<file path="src/egcd_pkg.sv">
// shared types for the extended gcd block: sequencer states and control/status bundles
package egcd_pkg;

	// sequencer states
	typedef enum logic [2:0] {
		ST_IDLE,
		ST_CHECK,
		ST_ALIGN,
		ST_SUB,
		ST_UPDATE,
		ST_DONE
	} state_t;

	// commands from the sequencer to the shared divide unit
	typedef struct packed {
		logic load;
		logic init_div;
		logic align_shift;
		logic sub_step;
		logic update;
	} ctrl_t;

	// flags from the divide unit back to the sequencer
	typedef struct packed {
		logic rem_zero;
		logic align_more;
	} status_t;

endpackage

</file>
<file path="src/egcd_in_if.sv">
// operand channel: valid/ready handshake carrying the two operands
interface egcd_in_if #(
	parameter int DATA_WIDTH = 64
);
	logic                    valid;
	logic                    ready;
	logic [DATA_WIDTH-2:0]   operand_a;
	logic [DATA_WIDTH-2:0]   operand_b;

	modport source (output valid, output operand_a, output operand_b, input ready);
	modport sink (input valid, input operand_a, input operand_b, output ready);
endinterface

</file>
<file path="src/egcd_out_if.sv">
// result channel: valid/ready handshake carrying gcd and bezout coefficient
interface egcd_out_if #(
	parameter int DATA_WIDTH = 64
);
	logic                         valid;
	logic                         ready;
	logic [DATA_WIDTH-2:0]        divisor;
	logic signed [DATA_WIDTH-1:0] coefficient_b;

	modport source (output valid, output divisor, output coefficient_b, input ready);
	modport sink (input valid, input divisor, input coefficient_b, output ready);
endinterface

</file>
<file path="src/egcd_divstep.sv">
// shared shift-subtract divide unit with horner accumulation of quotient times coefficient
module egcd_divstep import egcd_pkg::*; #(
	parameter int DATA_WIDTH = 64
) (
	input  logic                    clk,
	input  ctrl_t                   ctrl,
	input  logic [DATA_WIDTH-2:0]   operand_a,
	input  logic [DATA_WIDTH-2:0]   operand_b,
	output status_t                 status,
	output logic [DATA_WIDTH-2:0]   rem_prev,
	output logic [DATA_WIDTH-1:0]   coef_prev
);
	localparam int OW = DATA_WIDTH - 1;
	localparam int W  = DATA_WIDTH;

	logic [OW-1:0] rem_prev_q, rem_cur_q, rem_work_q;
	logic [W-1:0]  coef_prev_q, coef_cur_q, acc_q;
	logic [W-1:0]  div_sh_q;

	logic [W-1:0]  rem_ext;
	logic [W-1:0]  div_dbl;
	logic [W-1:0]  diff;
	logic          ge;
	logic [W-1:0]  acc_next;

	// compare and subtract against the aligned divisor
	assign rem_ext  = {1'b0, rem_work_q};
	assign div_dbl  = {div_sh_q[W-2:0], 1'b0};
	assign ge       = rem_ext >= div_sh_q;
	assign diff     = rem_ext - div_sh_q;
	assign acc_next = {acc_q[W-2:0], 1'b0} + (ge ? coef_cur_q : '0);

	assign status.rem_zero   = (rem_cur_q == '0);
	assign status.align_more = (div_dbl <= rem_ext);

	assign rem_prev  = rem_prev_q;
	assign coef_prev = coef_prev_q;

	// remainder and coefficient registers
	always_ff @(posedge clk) begin
		if (ctrl.load) begin
			rem_prev_q  <= operand_a;
			rem_cur_q   <= operand_b;
			coef_prev_q <= '0;
			coef_cur_q  <= W'(1);
		end else if (ctrl.update) begin
			rem_prev_q  <= rem_cur_q;
			rem_cur_q   <= rem_work_q;
			coef_prev_q <= coef_cur_q;
			coef_cur_q  <= coef_prev_q - acc_q;
		end
	end

	// working remainder, shifted divisor and quotient-times-coefficient accumulator
	always_ff @(posedge clk) begin
		if (ctrl.init_div) begin
			rem_work_q <= rem_prev_q;
			div_sh_q   <= {1'b0, rem_cur_q};
			acc_q      <= '0;
		end else if (ctrl.align_shift) begin
			div_sh_q <= div_dbl;
		end else if (ctrl.sub_step) begin
			if (ge) begin
				rem_work_q <= diff[OW-1:0];
			end
			acc_q    <= acc_next;
			div_sh_q <= {1'b0, div_sh_q[W-1:1]};
		end
	end

endmodule

</file>
<file path="src/egcd_seq.sv">
// sequencer: steps the shared divide unit through align, subtract and update phases
module egcd_seq import egcd_pkg::*; #(
	parameter int DATA_WIDTH = 64
) (
	input  logic    clk,
	input  logic    arst_n,
	input  logic    in_valid,
	input  logic    out_ready,
	input  status_t status,
	output logic    in_ready,
	output logic    out_valid,
	output ctrl_t   ctrl
);
	localparam int KW = $clog2(DATA_WIDTH);

	state_t        state_q, state_d;
	logic [KW-1:0] shift_q, shift_d;

	// state and shift count registers
	always_ff @(posedge clk or negedge arst_n) begin
		if (!arst_n) begin
			state_q <= ST_IDLE;
			shift_q <= '0;
		end else begin
			state_q <= state_d;
			shift_q <= shift_d;
		end
	end

	// next state and unit commands
	always_comb begin
		state_d   = state_q;
		shift_d   = shift_q;
		ctrl      = '0;
		in_ready  = 1'b0;
		out_valid = 1'b0;
		case (state_q)
			ST_IDLE: begin
				in_ready = 1'b1;
				if (in_valid) begin
					ctrl.load = 1'b1;
					state_d   = ST_CHECK;
				end
			end
			ST_CHECK: begin
				if (status.rem_zero) begin
					state_d = ST_DONE;
				end else begin
					ctrl.init_div = 1'b1;
					shift_d       = '0;
					state_d       = ST_ALIGN;
				end
			end
			ST_ALIGN: begin
				if (status.align_more) begin
					ctrl.align_shift = 1'b1;
					shift_d          = shift_q + KW'(1);
				end else begin
					state_d = ST_SUB;
				end
			end
			ST_SUB: begin
				ctrl.sub_step = 1'b1;
				if (shift_q == '0) begin
					state_d = ST_UPDATE;
				end else begin
					shift_d = shift_q - KW'(1);
				end
			end
			ST_UPDATE: begin
				ctrl.update = 1'b1;
				state_d     = ST_CHECK;
			end
			ST_DONE: begin
				out_valid = 1'b1;
				if (out_ready) begin
					state_d = ST_IDLE;
				end
			end
			default: begin
				state_d = ST_IDLE;
			end
		endcase
	end

endmodule

</file>
<file path="src/extended_gcd.sv">
// extended gcd top level: sequencer plus shared shift-subtract divide unit
//
//   channel   | dir | words carried
//   ----------+-----+------------------------------------------
//   operands  | in  | operand_a, operand_b (DATA_WIDTH-1 bits)
//   result    | out | divisor, coefficient_b (two's complement)
//
// one word at a time: operands is ready only while the block is idle
// per division step: a check, then the align, subtract and update phases in that order;
//   plus an accept before the first step, a final check after the last step
//   and a result state
// the result word is held in the unit registers until the sink takes it
// asynchronous active-low reset returns the sequencer to idle; data registers are not reset
module extended_gcd import egcd_pkg::*; #(
	parameter int DATA_WIDTH = 64
) (
	input  logic                  clk,
	input  logic                  arst_n,
	egcd_in_if.sink               operands,
	egcd_out_if.source            result
);
	ctrl_t                 ctrl;
	status_t               status;
	logic [DATA_WIDTH-2:0] rem_prev;
	logic [DATA_WIDTH-1:0] coef_prev;

	// sequencer
	egcd_seq #(
		.DATA_WIDTH (DATA_WIDTH)
	) u_seq (
		.clk       (clk),
		.arst_n    (arst_n),
		.in_valid  (operands.valid),
		.out_ready (result.ready),
		.status    (status),
		.in_ready  (operands.ready),
		.out_valid (result.valid),
		.ctrl      (ctrl)
	);

	// shared divide unit
	egcd_divstep #(
		.DATA_WIDTH (DATA_WIDTH)
	) u_div (
		.clk       (clk),
		.ctrl      (ctrl),
		.operand_a (operands.operand_a),
		.operand_b (operands.operand_b),
		.status    (status),
		.rem_prev  (rem_prev),
		.coef_prev (coef_prev)
	);

	// result word straight from the unit registers
	assign result.divisor       = rem_prev;
	assign result.coefficient_b = $signed(coef_prev);

endmodule

</file>
<file path="src/flat_wrapper.sv">
// flat-port wrapper written by rule: the top's interface ports become plain ports
module extended_gcd_flat import egcd_pkg::*;
#(
	parameter int DATA_WIDTH = 64
)
  (clk, arst_n, operands_valid, operands_operand_a, operands_operand_b, operands_ready, result_valid, result_divisor, result_coefficient_b, result_ready);
  egcd_in_if #(.DATA_WIDTH(DATA_WIDTH)) operands_i ();
  egcd_out_if #(.DATA_WIDTH(DATA_WIDTH)) result_i ();
  input  logic clk;
  input  logic arst_n;
  input wire logic [$bits(operands_i.valid)-1:0] operands_valid;
  input wire logic [$bits(operands_i.operand_a)-1:0] operands_operand_a;
  input wire logic [$bits(operands_i.operand_b)-1:0] operands_operand_b;
  output wire logic [$bits(operands_i.ready)-1:0] operands_ready;
  output wire logic [$bits(result_i.valid)-1:0] result_valid;
  output wire logic [$bits(result_i.divisor)-1:0] result_divisor;
  output wire logic [$bits(result_i.coefficient_b)-1:0] result_coefficient_b;
  input wire logic [$bits(result_i.ready)-1:0] result_ready;
  assign operands_i.valid = operands_valid;
  assign operands_i.operand_a = operands_operand_a;
  assign operands_i.operand_b = operands_operand_b;
  assign operands_ready = operands_i.ready;
  assign result_valid = result_i.valid;
  assign result_divisor = result_i.divisor;
  assign result_coefficient_b = result_i.coefficient_b;
  assign result_i.ready = result_ready;
  extended_gcd #(.DATA_WIDTH(DATA_WIDTH)) u_core (.clk(clk), .arst_n(arst_n), .operands(operands_i), .result(result_i));
endmodule
</file>
<file path="config.mk">
export PLATFORM = sky130hd
export DESIGN_NAME = extended_gcd_flat
export DESIGN_NICKNAME = d
export VERILOG_FILES = /design/src/egcd_pkg.sv /design/src/egcd_in_if.sv /design/src/egcd_out_if.sv /design/src/egcd_divstep.sv /design/src/egcd_seq.sv /design/src/extended_gcd.sv /design/src/flat_wrapper.sv
export SDC_FILE = /design/constraint.sdc
export NUM_CORES = 1
export LEC_CHECK = 0
export BUFFER_PORTS_ARGS = -buffer_cell sky130_fd_sc_hd__buf_2
export CORE_UTILIZATION = 45
export DETAILED_ROUTE_END_ITERATION = 8
export GPL_ROUTABILITY_DRIVEN = 0
export GPL_TIMING_DRIVEN = 0
export PLACE_DENSITY_LB_ADDON = 0.08
export SLEW_MARGIN = 20
export SYNTH_ARGS = -nofsm -noshare
export SYNTH_HDL_FRONTEND = slang
export SYNTH_HIERARCHICAL = 1
export SYNTH_SLANG_ARGS = --single-unit
export TNS_END_PERCENT = 10
</file>
<file path="constraint.sdc">
create_clock -name clk -period 8.15 [get_ports clk]
set_input_delay 1.63 -clock clk [delete_from_list [all_inputs] [get_ports clk]]
set_output_delay 1.63 -clock clk [all_outputs]
set_load 0.02 [all_outputs]
</file>
==> metrics.cfg, run 1 <==
[outcome]
outcome=finished, final reports clean

[worst_hold_path]
hold_path.class=register to register
holdPathStages=2
min_from=u_core/u_div/acc_q[27]
hold_path_end=u_core/u_div/acc_q[27]

[routing]
wl_um=104000
drtIter0Drc=2516
viasPerCell=5.68
drc=0
vias=28300
ant_nets=0
wl_per_cell_um=20.9
drtPass1Iterations=5

[timing]
timing_hold_violations_final=0
fin_crit_ps=7630
tightest_slew_ps=1200
final-setup-viol-count=0
finalClockSkew_ps=26.1
maxSlewHeadroom_pct=20.0
fmax_ghz=0.131
holdWs_ps=476
slew_viol_final=0
fin_crit_sh_pct=93.6
rsz0062_at_grt=no

[clocking]
clock_latency_ps=630
cts_tree=done
clock-sinks=454
clk_pin_slew_ps=60
cts_root_buf=clkbuf_16
postCtsSetupBuffers=0
cts_resized=0
cts_made_buffers=53
hold_buffers=0
clk_path_buf_depth=3
cts_htree_levels=2

[global_routing]
antenna_found_initial=3
grt_max_degree=72
grt_pass1_vias=26600
grt_pass1_wl_um=157000
grt_use_total_pct=28.4
gr-total-overflow=0

[setup_path]
cp-end-kind=register
critPathArrivalTime_ps=8130
crit_type=register to register
cp-start-kind=register
timing.rr.end=u_core/u_div/acc_q[59]
worstReg2RegStart=u_core/u_div/div_sh_q[0]
ff2ff_path_depth=24
cp.required_ps=8650
r2r_slack_ps=520
cp_max_fo=10

[die]
fp.dieArea_sq_um=72100
ios=259
die_x_um=269
rows=97
start_util_pct=45.6
core_sq_um=70100
die_y_um=269

[synthesis]
syn_area_sq_um=32000
synthArstFlopShare_pct=1.98
yosysTopAreaCell=edfxtp_1
synth_ff_type=edfxtp_1
syn_nets=4063
avgSynthCellArea_sq_um=8.70
synth_edf_count=252
synthCells=3675
synth.area.top_cells=edfxtp_1 (24%), dfxtp_1 (12%), ha_1 (9.9%)
ys_top_cells_by_count=nand2_1 (451), o21ai_0 (330), a21oi_1 (284), ha_1 (254), edfxtp_1 (252)
ys_seq_elements=454
yosys_warnings=6
ys_seq_area_share_pct=36.5
synth_cell_types=91
synth.most_common_cell=nand2_1
synth_top_area_share_pct=23.7

[pwr]
clockPowerShare_pct=50.7
leakagePower_nw=14.2
swShare_pct=21.3
peakVddDrop_uv=147
power_frac_seq_pct=48.6
power_density_nw_per_um2=135
switching_power_mw=1.05
cell_internal_pwr_mw=3.87
pwr-share-comb_pct=0.8

[final_layout]
nets=4379
fin_area_sq_um=36400
fillers=6920
syn2layout_area_growth_pct=13.8
drive_above_1_share_pct=12.1

[placed_design]
dpl-instance-area_sq_um=34600
portBuffers=258
place_hpwl_um=81100

[flow_run]
maxCapViolations=0

-- routing by layer --
layer	wire, um	global-route usage, %	vias up
met5	27	0	-
met4	3310	9.23	4
met2	43300	41.1	838
li1	-	-	13900
met3	7710	6.05	152
met1	49800	41.6	13400
-- cell usage in the layout (no fill, tap or decap), types with 13 or more instances in the layout --
master / count
nand2_1: 450
o21ai_0: 329
a21oi_1: 284
buf_2: 280
ha_1: 254
edfxtp_1: 252
inv_1: 249
nor2_1: 234
dfxtp_1: 193
clkbuf_1: 165
mux2i_1: 159
a21o_1: 136
xnor2_1: 94
nand4_1: 74
and2_1: 74
xor2_1: 71
mux2_2: 66
clkbuf_16: 59
nand3_1: 48
nor3_1: 46
o21bai_1: 39
a211oi_1: 30
o21a_1: 26
nand2b_1: 26
a31oi_1: 25
nor4_1: 24
nor2b_1: 23
and3_1: 21
a22o_1: 20
o31ai_1: 18
o211ai_1: 15
buf_1: 15
or3_1: 13
-- state kept, by name, indices dropped and copies added, names as in the netlist --
signal,count
u_core/u_div/coef_prev,64
u_core/u_div/rem_work_q,63
u_core/u_div/coef_cur_q,64
u_core/u_div/rem_prev,63
u_core/u_div/rem_cur_q,63
u_core/u_seq/state_q,3
u_core/u_div/acc_q,64
u_core/u_div/div_sh_q,64
u_core/u_seq/shift_q,6
-- critical path: stages, from the launching register on --
cell and delay [ps]:
edfxtp_1 430, ha_1 250, fa_1 400, nand2b_1 180, a211oi_1 390, o21bai_1 180, a21oi_1 320, o31ai_1 180
a311oi_1 520, nor2_1 100, nor2_2 640, clkbuf_1 580, and2_1 240, ha_1 220, fa_1 250, a211oi_1 120
o211a_1 280, o31ai_4 350, a31oi_4 180, o31ai_4 330, a41oi_4 210, o31a_4 360, o41ai_2 430, xor2_1 110
a22o_2 220
-- worst max path at each step --
| stage | from | end | slack (ps) | cells past startpoint |
|---|---|---|---|---|
| finish | u_core/u_div/div_sh_q[0] | u_core/u_div/acc_q[59] | 520 | 24 |
| global route | u_core/u_div/div_sh_q[0] | u_core/u_div/acc_q[59] | 130 | 24 |
| CTS | u_core/u_div/div_sh_q[0] | u_core/u_div/acc_q[56] | 590 | 23 |
| detailed placement | u_core/u_div/div_sh_q[0] | u_core/u_div/acc_q[56] | 620 | 23 |
| global placement | operands_valid | u_core/u_div/rem_cur_q[17] | -800 | 7 |
| floorplan | u_core/u_div/div_sh_q[0] | u_core/u_div/acc_q[59] | 2460 | 24 |
-- through the flow --
stage	total power, mW	std cells	TNS [ps]	setup slack, ps	utilization, %
floorplan	2.44	3675	0	2460	-
global placement	2.48	4873	-107350	-802	49.1
detailed placement	2.48	4876	0	624	49.3
CTS	4.97	4975	0	587	51.9
global route	5.06	4975	0	132	51.9
finish	4.92	4976	0	524	51.9
-- logic make-up (layout without fill, tap and decap cells) --
group / count (synthesis) / after routing / synth area share (%)
buffers and inverters: 452 / 812 / 5.43
muxes: 225 / 225 / 7.30
DFF: 454 / 454 / 36.5
and+or+nand+nor: 1070 / 1070 / 15.4
xor gates and xnor gates: 165 / 165 / 4.52
AOI/OAI and AO/OA: 1051 / 1051 / 20.7
adders and majority gates: 258 / 258 / 10.2
other: 0 / 1 / 0
-- power by group through the flow --
stage / Sequential (mW) / Combinational [mW] / Clock (mW)
floorplan: 2.44 / 0.000366 / 0
global placement: 2.44 / 0.0388 / 0
detailed placement: 2.44 / 0.0380 / 0
CTS: 2.39 / 0.0382 / 2.54
global route: 2.39 / 0.0408 / 2.63
finish: 2.39 / 0.0383 / 2.49
-- final cells by class --
| type | instances | area, sq um | share of cell area [%] |
|---|---|---|---|
| Timing Repair Buffer | 261 | 1370 | 3.78 |
| Tap cell | 940 | 1180 | 3.23 |
| Inverter | 250 | 946 | 2.60 |
| Multi-Input combinational cell | 2769 | 18600 | 51.1 |
| Clock buffer | 78 | 1650 | 4.53 |
| Sequential cell | 454 | 11700 | 32.0 |
| Buffer | 202 | 806 | 2.21 |
| Clock inverter | 21 | 166 | 0.457 |
| Antenna cell | 1 | 2.50 | 0.00688 |
(Power assumes the default switching activity.)
==> inputs of run 2 (changes only) <==
- RECOVER_POWER: not set -> 25
- TNS_END_PERCENT: 10 -> not set
==> metrics.cfg, run 2 (synthesis gave the netlist of run 1 again) <==
[outcome]
outcome=finished with violations  ; was finished, final reports clean
violations=capacitance limit, slew limit

[timing]
slew_viol_final=11  ; was 0
rsz0062_at_grt=no  ; unchanged
tightest_slew_ps=1600  ; was 1200 ps
final-setup-viol-count=0  ; unchanged
finalClockSkew_ps=26.7  ; was 26.1 ps
maxSlewHeadroom_pct=-6.69  ; was 20.0%
fmax_ghz=0.132  ; was 0.131 GHz
fin_setup_tns_ps=0  ; unchanged
fin_crit_ps=7600  ; was 7630 ps
fin_crit_sh_pct=93.2  ; was 93.6%
worst_slack_ps=551  ; was 524 ps
timing_hold_violations_final=0  ; unchanged

[flow_run]
maxCapViolations=1  ; was 0

[routing]
wl_um=104000  ; about the same
wl_per_cell_um=20.9  ; about the same
vias=28300  ; about the same
drtIter0Drc=2485  ; was 2516
drc=0  ; unchanged
drtPass1Iterations=5  ; unchanged
viasPerCell=5.68  ; about the same
ant_nets=0  ; unchanged

[placed_design]
portBuffers=258  ; unchanged
place_hpwl_um=81100  ; unchanged
dpl_worst_slack_ps=624  ; unchanged
dpl-instance-area_sq_um=34600  ; unchanged

[clocking]
cts_htree_levels=2  ; unchanged
postCtsSetupBuffers=0  ; unchanged
clock_latency_ps=630  ; about the same
clock-sinks=454  ; unchanged
cts_root_buf=clkbuf_16  ; unchanged
clk_path_buf_depth=3  ; unchanged
cts_made_buffers=53  ; unchanged
clk_pin_slew_ps=60  ; about the same
cts_tree=done  ; unchanged
hold_buffers=0  ; unchanged

[pwr]
finalPower_mw=4.93  ; was 4.92 mW
power_density_nw_per_um2=136  ; was 135 nW/um^2
leakagePower_nw=13.9  ; was 14.2 nW
peakVddDrop_uv=147  ; about the same

[die]
rows=97  ; unchanged
fp.dieArea_sq_um=72100  ; unchanged
core_sq_um=70100  ; unchanged
start_util_pct=45.6  ; unchanged
die_y_um=269  ; unchanged
die_x_um=269  ; unchanged
ios=259  ; unchanged

[global_routing]
grt_pass1_vias=26600  ; unchanged
grt_use_total_pct=28.4  ; unchanged
gr-total-overflow=0  ; unchanged
antenna_found_initial=3  ; unchanged
grt_pass1_wl_um=157000  ; unchanged
grt_max_degree=72  ; unchanged

[final_layout]
regArea_sq_um=11700  ; unchanged
nets=4379  ; unchanged
fin_area_sq_um=36200  ; was 36400 sq um
layout_commonest_cell=nand2_1  ; unchanged
syn2layout_area_growth_pct=13.3  ; was 13.8%
fillers=6968  ; was 6920
multi_input_area_sq_um=18600  ; unchanged
drive_above_1_share_pct=8.82  ; was 12.1%
layout_common_cells=nand2_1 (450), o21ai_0 (329), clkbuf_1 (297), a21oi_1 (284), ha_1 (254)  ; was nand2_1 (450), o21ai_0 (329), a21oi_1 (284), buf_2 (280), ha_1 (254)

[setup_path]
cp-end-kind=register  ; unchanged
cp.required_ps=8650  ; about the same
cp_max_fo=10  ; unchanged
critPathArrivalTime_ps=8100  ; was 8130 ps
cp-start-kind=register  ; unchanged
crit_type=register to register  ; unchanged

[worst_hold_path]
hold_path.class=register to register  ; unchanged

## run 2: critical path: stages, from the launching register on
cell	delay [ps]
edfxtp_1	430
ha_1	250
fa_1	400
nand2b_1	180
a211oi_1	390
o21bai_1	180
a21oi_1	330
o31ai_1	180
a311oi_1	510
nor2_1	100
nor2_2	630
clkbuf_1	570
and2_1	240
ha_1	220
fa_1	250
a211oi_1	120
o211a_1	280
o31ai_4	350
a31oi_4	180
o31ai_4	330
a41oi_4	210
o31a_4	360
o41ai_2	430
xor2_1	120
a22o_2	220
## run 2: per-stage QoR
| stage | instances | hold slack [ps] | util (%) |
|---|---|---|---|
| 4_1_cts | 4975 | 480 | 51.9 |
| 3_3_place_gp | 4873 | 463 | 49.1 |
| 3_5_place_dp | 4876 | 470 | 49.3 |
| 2_1_floorplan | 3675 | 438 | - |
| 6_report | 4976 | 476 | 51.6 |
| 5_1_grt | 4975 | 497 | 51.6 |
## run 2: area by class of cell
| type | instances | area share [%] |
|---|---|---|
| Timing Repair Buffer | 261 | 3.35 |
| Buffer | 202 | 2.21 |
| Inverter | 250 | 2.61 |
| Clock inverter | 21 | 0.459 |
| Antenna cell | 1 | 0.00691 |
| Clock buffer | 78 | 4.55 |
| Multi-Input combinational cell | 2769 | 51.4 |
| Sequential cell | 454 | 32.2 |
| Tap cell | 940 | 3.25 |
## run 2: repair_timing
item                       4_1_cts  5_1_grt
hold endpoints to repair         0        0
setup endpoints to repair        0        1
gates resized for setup          0        1
## run 2: where the power goes
group          total [mW]  internal, mW  switching [mW]
combinational      0.0383        0.0218          0.0165
sequential           2.39          2.39               0
clock                2.50          1.46            1.04
## run 2: final timing paths
path | from | end | slack (ps) | cells past startpoint
max | u_core/u_div/div_sh_q[0] | u_core/u_div/acc_q[59] | 550 | 24
min | u_core/u_div/acc_q[27] | u_core/u_div/acc_q[27] | 480 | 2
max reg2reg | u_core/u_div/div_sh_q[0] | u_core/u_div/acc_q[59] | 550 | 24
min reg2reg | u_core/u_div/acc_q[27] | u_core/u_div/acc_q[27] | 480 | 2
max in group asynchronous | arst_n | u_core/u_seq/shift_q[0] | 6810 | 1
min in group asynchronous | arst_n | u_core/u_seq/state_q[2] | 970 | 1
## run 2: per-layer routing
layer,vias to the layer above,GRT usage (%),part of all wire [%]
met2,853,41.1,41
met5,-,0,0.026
met3,161,6.05,7.6
met1,13400,41.6,48
li1,13900,-,-
met4,4,9.23,3.2
